### src/stereo_biquad_eq_cascade_unit_macros.svh
// ----------------------------------------------------------------------------
// stereo biquad equalizer assertion macros
// shared concurrent assertion forms, clocked on clk, disabled in reset
// ----------------------------------------------------------------------------
`ifndef STEREO_BIQUAD_EQ_CASCADE_UNIT_MACROS_SVH
`define STEREO_BIQUAD_EQ_CASCADE_UNIT_MACROS_SVH

// same-cycle implication
`define SBQ_ASSERT_IMP(label, ante, cons) \
	label: assert property (@(posedge clk) disable iff (!arst_n) (ante) |-> (cons)) \
		else $error("sbq assertion failed");

// next-cycle implication
`define SBQ_ASSERT_NXT(label, ante, cons) \
	label: assert property (@(posedge clk) disable iff (!arst_n) (ante) |=> (cons)) \
		else $error("sbq assertion failed");

`endif

### src/sbq_pkg.sv
// ----------------------------------------------------------------------------
// sbq_pkg
// widths, item types and rounding helpers of the stereo biquad equalizer
// ----------------------------------------------------------------------------
`default_nettype none
package sbq_pkg;
	localparam int SECTIONS    = 6;
	localparam int SAMPLE_BITS = 24;
	localparam int COEF_BITS   = 28;
	localparam int COEF_FRAC   = 22;
	localparam int NCOEF       = 5;
	localparam int HIST_BITS   = 32;
	localparam int GAIN_BITS   = 25;
	localparam int GAIN_FRAC   = 22;

	localparam int PROD_BITS   = COEF_BITS + HIST_BITS;
	localparam int ACC_BITS    = PROD_BITS + 4;
	localparam int GP_BITS     = HIST_BITS + GAIN_BITS + 2;
	localparam int COEF_DEPTH  = SECTIONS * NCOEF;
	localparam int CADDR_BITS  = $clog2(COEF_DEPTH);
	localparam int SEC_BITS    = $clog2(SECTIONS);
	localparam int SECW        = $clog2(SECTIONS + 1);
	localparam int HIST_DEPTH  = SECTIONS * 8;
	localparam int HADDR_BITS  = SEC_BITS + 3;
	localparam int QDEPTH      = 2;

	localparam logic signed [ACC_BITS-1:0] ACC_HALF = ACC_BITS'(1) << (COEF_FRAC - 1);
	localparam logic signed [ACC_BITS-1:0] HIST_MAX = ACC_BITS'((64'd1 << (HIST_BITS-1)) - 1);
	localparam logic signed [ACC_BITS-1:0] HIST_MIN = -HIST_MAX - ACC_BITS'(1);
	localparam logic signed [GP_BITS-1:0] GP_HALF = GP_BITS'(1) << (GAIN_FRAC - 1);
	localparam logic signed [GP_BITS-1:0] OUT_MAX = GP_BITS'((64'd1 << (SAMPLE_BITS-1)) - 1);
	localparam logic signed [GP_BITS-1:0] OUT_MIN = -OUT_MAX - GP_BITS'(1);

	typedef enum logic [1:0] {
		OP_PROC  = 2'd0,
		OP_WCOEF = 2'd1,
		OP_CLEAR = 2'd2,
		OP_NONE  = 2'd3
	} op_t;

	localparam logic [1:0] CFG_ENABLE = 2'd0;
	localparam logic [1:0] CFG_GAIN   = 2'd1;

	typedef struct packed {
		op_t                           op;
		logic signed [SAMPLE_BITS-1:0] left;
		logic signed [SAMPLE_BITS-1:0] right;
		logic [CADDR_BITS-1:0]         caddr;
		logic signed [COEF_BITS-1:0]   cval;
	} item_t;

	typedef struct packed {
		logic valid;
		logic pop;
	} qctl_t;

	function automatic logic signed [HIST_BITS-1:0] round_sat_hist(
		input logic signed [ACC_BITS-1:0] a);
		logic signed [ACC_BITS-1:0] t;
		t = (a + ACC_HALF) >>> COEF_FRAC;
		if (t > HIST_MAX) return HIST_MAX[HIST_BITS-1:0];
		if (t < HIST_MIN) return HIST_MIN[HIST_BITS-1:0];
		return t[HIST_BITS-1:0];
	endfunction

	function automatic logic signed [SAMPLE_BITS-1:0] round_sat_out(
		input logic signed [GP_BITS-1:0] a);
		logic signed [GP_BITS-1:0] t;
		t = (a + GP_HALF) >>> GAIN_FRAC;
		if (t > OUT_MAX) return OUT_MAX[SAMPLE_BITS-1:0];
		if (t < OUT_MIN) return OUT_MIN[SAMPLE_BITS-1:0];
		return t[SAMPLE_BITS-1:0];
	endfunction
endpackage
`default_nettype wire

### src/sbq_front.sv
// ----------------------------------------------------------------------------
// sbq_front
// accepts input transactions, drops those without effect, queues the rest
// ----------------------------------------------------------------------------
`default_nettype none
module sbq_front import sbq_pkg::*; (
	input  wire logic                          clk,
	input  wire logic                          arst_n,
	input  wire logic                          in_valid,
	output logic                               in_stall,
	input  wire logic [1:0]                    operation,
	input  wire logic signed [SAMPLE_BITS-1:0] left_in,
	input  wire logic signed [SAMPLE_BITS-1:0] right_in,
	input  wire logic [2:0]                    coef_section,
	input  wire logic [2:0]                    coef_index,
	input  wire logic signed [COEF_BITS-1:0]   coef_value,
	output item_t                              q_item,
	output logic                               q_valid,
	input  wire logic                          q_pop
);
	localparam int QPTR = $clog2(QDEPTH);
	localparam int QCNT = $clog2(QDEPTH + 1);

	item_t            queue_q [QDEPTH];
	logic [QPTR-1:0]  wp_q, rp_q;
	logic [QCNT-1:0]  cnt_q;
	logic             keep, push, addr_ok;
	item_t            item;

	assign addr_ok = (int'(coef_section) < SECTIONS) && (int'(coef_index) < NCOEF);

	always_comb begin
		item.op    = op_t'(operation);
		item.left  = left_in;
		item.right = right_in;
		item.caddr = CADDR_BITS'(int'(coef_section) * NCOEF + int'(coef_index));
		item.cval  = coef_value;
		unique case (op_t'(operation))
			OP_PROC:  keep = 1'b1;
			OP_WCOEF: keep = addr_ok;
			OP_CLEAR: keep = 1'b1;
			default:  keep = 1'b0;
		endcase
	end

	assign in_stall = (cnt_q == QCNT'(QDEPTH));
	assign push     = in_valid && !in_stall && keep;
	assign q_valid  = (cnt_q != '0);
	assign q_item   = queue_q[rp_q];

	always_ff @(posedge clk) begin
		if (push) queue_q[wp_q] <= item;
	end

	always_ff @(posedge clk or negedge arst_n) begin
		if (!arst_n) begin
			wp_q  <= '0;
			rp_q  <= '0;
			cnt_q <= '0;
		end else begin
			if (push) wp_q <= (int'(wp_q) == QDEPTH-1) ? '0 : wp_q + 1'b1;
			if (q_pop) rp_q <= (int'(rp_q) == QDEPTH-1) ? '0 : rp_q + 1'b1;
			cnt_q <= cnt_q + QCNT'(push) - QCNT'(q_pop);
		end
	end
endmodule
`default_nettype wire

### config.mk
export PLATFORM = sky130hd
export DESIGN_NAME = sbq_front
export DESIGN_NICKNAME = d
export VERILOG_FILES = /design/src/stereo_biquad_eq_cascade_unit_macros.svh /design/src/sbq_pkg.sv /design/src/sbq_front.sv
export SDC_FILE = /design/constraint.sdc
export NUM_CORES = 1
export LEC_CHECK = 0
export ABC_AREA = 1
export BUFFER_PORTS_ARGS = -buffer_cell sky130_fd_sc_hd__buf_2
export CELL_PAD_IN_SITES_DETAIL_PLACEMENT = 0
export CELL_PAD_IN_SITES_GLOBAL_PLACEMENT = 1
export CORE_UTILIZATION = 25
export CTS_CLUSTER_SIZE = 28
export DETAILED_ROUTE_END_ITERATION = 16
export PLACE_DENSITY_LB_ADDON = 0.1
export SLEW_MARGIN = 15
export SYNTH_ARGS = -nofsm -noshare
export SYNTH_HDL_FRONTEND = slang
export SYNTH_SLANG_ARGS = --single-unit
### constraint.sdc
create_clock -name clk -period 4.75 [get_ports clk]
set_input_delay 0.7125 -clock clk [delete_from_list [all_inputs] [get_ports clk]]
set_output_delay 0.7125 -clock clk [all_outputs]
set_load 0.01 [all_outputs]
## Yosys cells after proc, flatten, opt, wreduce, memory -nomap -nowiden

Memory sizes are Yosys's and may differ from the RTL's.
Cells that the tools add are included.

| word-level totals | value |
|---|---|
| register bits | 4 |
| memory bits (writable) | 166 |
| output and inout bits | 85 |
| word-level logic and storage cells | 27 |
| memories kept | 1 |

| cells by class | value |
|---|---|
| $add $sub $neg | 5 |
| multipliers | 1 |
| order comparisons | 2 |
| equality and inequality tests | 3 |
| muxes and demuxes | 5 |
| reductions and logical operators | 7 |

Memories:

| memory | words | bits a word | rd ports | clocked after memory_dff | wr ports | line | source |
|---|---|---|---|---|---|---|---|
| queue_q | 2 | 83 | 1 | 0 | 1 | sbq_front.sv:24 | `item_t queue_q [QDEPTH];` |

Operators by type and width:

| operator | number |
|---|---|
| less-than comparator 3 bit, second input constant | 2 |
| adder 5 x 3 -> 5 bit | 1 |
| multiplier 3 x 3 -> 5 bit, second input constant | 1 |
| == test 2 bit, second input constant | 2 |
| two-way mux 1 bit | 4 |
| logical AND 1 bit | 3 |
| adder 1 bit, second input constant | 2 |
| adder 2 x 1 -> 2 bit | 1 |
| == test 2 x 1 -> 1 bit, second input constant | 1 |
| zero test 2 bit | 1 |
| one-hot mux 1 bit (2 select lines) | 1 |
| nonzero test 2 bit | 1 |
| OR reduction 2 bit | 1 |
| subtractor 2 x 1 -> 2 bit | 1 |
| zero test 1 bit | 1 |

## Longest topological paths before layout

| logic depth | value |
|---|---|
| word-level depth | 6 |
| mapped depth | 9 |
| depth with buffers taken out | 9 |

## Worst setup path before layout

Ideal clock, no wire load.

| path | value |
|---|---|
| path type | in2reg |
| from | input coef_index[1] |
| to | memory queue_q[1][0] (netlist name), enable pin |
| library setup time | 525 ps |
| data arrival time | 4,522 ps |
| data required time | 4,225 ps |
| path slack | -297 ps |
| stages | 5 |
| cell sequence | o21ai_0 -> nand2_1 -> nand2_1 -> nand2_1 -> nor2_1 |

| between the ends | value |
|---|---|
| longest elaborated chain between the ends | 6 |

Ends and longest elaborated chain:

| item | line | source |
|---|---|---|
| start: declaration | sbq_front.sv:15 | `input wire logic [2:0] coef_index,` |
| less-than comparator 3 bit | sbq_front.sv:30 | `assign addr_ok = (int'(coef_section) < SECTIONS) && (int'(coef_index) < NCOEF);` |
| logical AND 1 bit | sbq_front.sv:30 |  |
| one-hot mux 1 bit (2 select lines) | sbq_front.sv:38 | `unique case (op_t'(operation))` |
| logical AND 1 bit | sbq_front.sv:47 | `assign push = in_valid && !in_stall && keep;` |
| two-way mux 1 bit | sbq_front.sv:52 | `if (push) queue_q[wp_q] <= item;` |
| two-way mux 1 bit (not written as such) | sbq_front.sv:52 |  |
| end: declaration | sbq_front.sv:24 |  |

Every way passes these cells.

==> impl_summary.txt <==
----------------------------------------------------
[Die]
  Total Die Area ... ~27000 sq um
  Core area ... 26060 sq um
  Chip Width ... between 150 and 200 um
  Die outline height ... approximately 160 um
  Effective utilization at floorplan ... 0.2544
  Number of top-level pins ... 173
  Row count ... 59

[Timing]
  Clock skew after layout ... roughly 0.013 ns
  Final number of hold-violating endpoints ... 0
  Setup-violating endpoint count in the final report ... 0
  Max-slew violations ... 0
  Highest clock frequency the design can meet ... around 330 MHz
  Slew at the pin closest to its max-slew limit ... 0.9996 ns
  Setup repair after global routing missed its margin ... no
  Slew HR ... 0.3320
  Setup_tns ... 0 ns
  Minimum clock period ... roughly 3.0 ns
  Share of the cycle needed by the critical path after routing ... 0.6309

[Cells and area]
  Final #Nets ... around 600
  Filler Cells Inserted ... between 2000 and 3000
  Commonest non-fill, non-tap cells in the layout ... buf_2 (172), edfxtp_1 (166), mux2_4 (60)
  Share of layout cells above drive strength 1 ... 0.5857
  Most common cell after layout, fill and taps aside ... buf_2
  Area Growth Syn to Fin ... 28.34%

[Critical path]
  Reg2reg path depth ... 6
  Kind of launch point of the worst setup path ... flip-flop
  Largest stage delay on the critical path ... 0.85 ns
  Kind of end point of the critical path ... primary output
  Standard cell with the maximum stage delay on the critical path ... dfrtp_4
  Max FO, Critical Path ... 53
  Crit-path cells ... buf_12 -> mux2_2 -> buf_2
  Worst EP arrival ... 2.28 ns
  Setup CP Type ... reg -> out
  Data required time of the worst path ... roughly 4.0 ns

[Clock network]
  TritonCTS buffer count ... 17
  CTS tree ... done
  Buffers from clock root to sink, at most ... 2
  Sink count of the clock tree ... 170
  Clock latency at the later pin of the worst-skew pair ... around 0.42 ns
  Max H-tree Level ... 4
  Total of hold buffers inserted after clock tree synthesis ... 0
  Post-CTS sizing ... 0
  Clock transition at path regs ... 0.07 ns
  Clk Tree Root Cell ... clkbuf_16
  Number of buffers added for setup after CTS ... 0

[Logic synthesis]
  Largest family of logic cells by synthesized area ... multiplexers
  Netlist area before placement ... between 6000 and 7000 sq um
  Sequential element share of the synthesized area ... 0.7669
  Adder and majority cell fraction of the synthesized area ... 0.02189
  Xor/xnor share of the synthesized area ... 0.007926
  Post-Synthesis Net Count ... around 400
  Mux cell area share after synthesis ... 0.1749
  Mean instance size in the synthesized netlist ... 21.88 sq um
  Post-synthesis share of cell area spent on and, or, nand and nor gates ... 0.007549
  Unique cell type count in the Yosys netlist ... 17
  Cells taking the most area after synthesis ... edfxtp_1 (75%), mux2_4 (14%), mux2_2 (3.9%)
  #FFs+latches synth ... 170
  Top-area cell type share of the netlist area ... 0.7518
  Gate count of the mapped netlist ... 303
  Cell type with the highest aggregate area in the netlist ... edfxtp_1
  Area fraction in compound gates after synthesis ... 0.002265
  Total of warnings raised by yosys ... 0

[Pwr]
  Leakage power ... 3.336 nW
  Total power divided by cell area ... 568.9 nW/um^2
  Total power draw ... ~4.8 mW
  Peak supply drop ... around 0.23 mV

[Route]
  Vias after detailed routing ... 3317
  Wire length reported by the detailed router ... between 10 and 15 mm
  Iteration-0 DRC count of the detailed router ... between 150 and 200
  Residual DRC ... 0
  Antenna violation net count after detailed routing ... 0
  Via-per-instance ratio ... around 4
  First drt pass iteration count ... 4
  Detail-routed net length per standard cell ... around 16 um

[Placement]
  Routability cong. ... between 0.7 and 0.8
  DP HPWL ... 8.791 mm
  Number of buffers inserted by port buffering ... between 150 and 200

[Worst hold path]
  Tightest Hold Check Type ... in -> async

[GRT]
  First-pass GRT wire length ... between 15 and 20 mm
  Via count of the first global-routing pass ... between 3000 and 4000
  Maximum number of pins on one net before global-route repair ... 54
  Global-route usage over all layers ... 0.1014
  Number of antenna violations at the first check in global routing ... 4
  Global-route congestion overflow total ... 0

[Job]
  Max-Cap Viols ... 0

[Run status]
  Run status ... finished clean

----------------------------------------------------
## worst paths after layout
path | startpoint | endpoint | slack (ns)
worst max-delay path | rp_q | q_item[81] | 1.75
worst min-delay path | arst_n | wp_q | 0.09
worst max register to register | cnt_q[1] | queue_q[1][28] | 2.42
worst min register to register | wp_q | wp_q | 0.48
max in group asynchronous | arst_n | rp_q | 4.51
min in group clk | coef_value[23] | queue_q[1][23] | 0.47
## report_power, final
| part | switching, mW | internal, mW |
|---|---|---|
| Sequential | 0.128 | 1.92 |
| Clock | 0.609 | 0.840 |
| Combinational | 0.653 | 0.693 |
## registers in the layout, indices dropped and copies added, names as in the netlist
register	count
wp_q	1
cnt_q	2
rp_q	1
queue_q	166
## layer usage
| layer | routed length (um) | up-vias | track usage |
|---|---|---|---|
| met1 | 5810 | 1638 | 0.1200 |
| met2 | 6436 | 108 | 0.1618 |
| met4 | 141 | 2 | 0.03378 |
| met5 | 10 | - | 0 |
| met3 | 1084 | 11 | 0.04721 |
| li1 | - | 1558 | - |
## synthesized netlist by cell type
library cell,n
edfxtp_1,166
mux2_4,60
mux2_2,23
ha_1,10
inv_1,9
buf_6,7
nand2_1,6
dfrtp_1,4
xnor2_1,4
nor2_1,3
a21oi_1,2
buf_2,2
nand3_1,2
xor2_1,2
fa_1,1
o21ai_0,1
or2_2,1
## stage by stage
stage | worst slack, ns | util | hold slack (ns) | instances | area [sq um]
floorplan | 1.098 | - | 0.4169 | 303 | 6633
global placement | 1.794 | 0.3031 | 0.4617 | 806 | 7898
detailed placement | 1.764 | 0.3031 | 0.4706 | 806 | 7898
CTS | 1.657 | 0.3264 | 0.07102 | 837 | 8504
global route | 1.625 | 0.3264 | 0.06566 | 837 | 8504
finish | 1.753 | 0.3265 | 0.09098 | 839 | 8509
## critical path, delay by kind of cell, from the launching register on
kind	cells	cell delay [ns]
mux	1	0.39
buf+inv	2	0.57
flops	1	0.85
## cells by family after synthesis
logic type               after synthesis
adder cells (fa/ha/maj)               11
XOR/XNOR                               6
flip-flops                           170
multiplexers                          83
AND/OR/NAND/NOR                       12
buffers and inverters                 18
AO/OA/AOI/OAI                          3
## layout make-up
cell class | instances | area [sq um] | area share
flip-flops and latches | 170 | 5089 | 0.5980
multi-input cells | 115 | 1430 | 0.1681
repair buffers | 177 | 923.4 | 0.1085
clock buffers | 17 | 425.4 | 0.04999
well taps | 335 | 419.2 | 0.04926
clock inverters | 14 | 181.4 | 0.02132
inverters | 9 | 36.28 | 0.004264
diodes | 2 | 5.005 | 0.0005881
(Power assumes the default switching activity.)
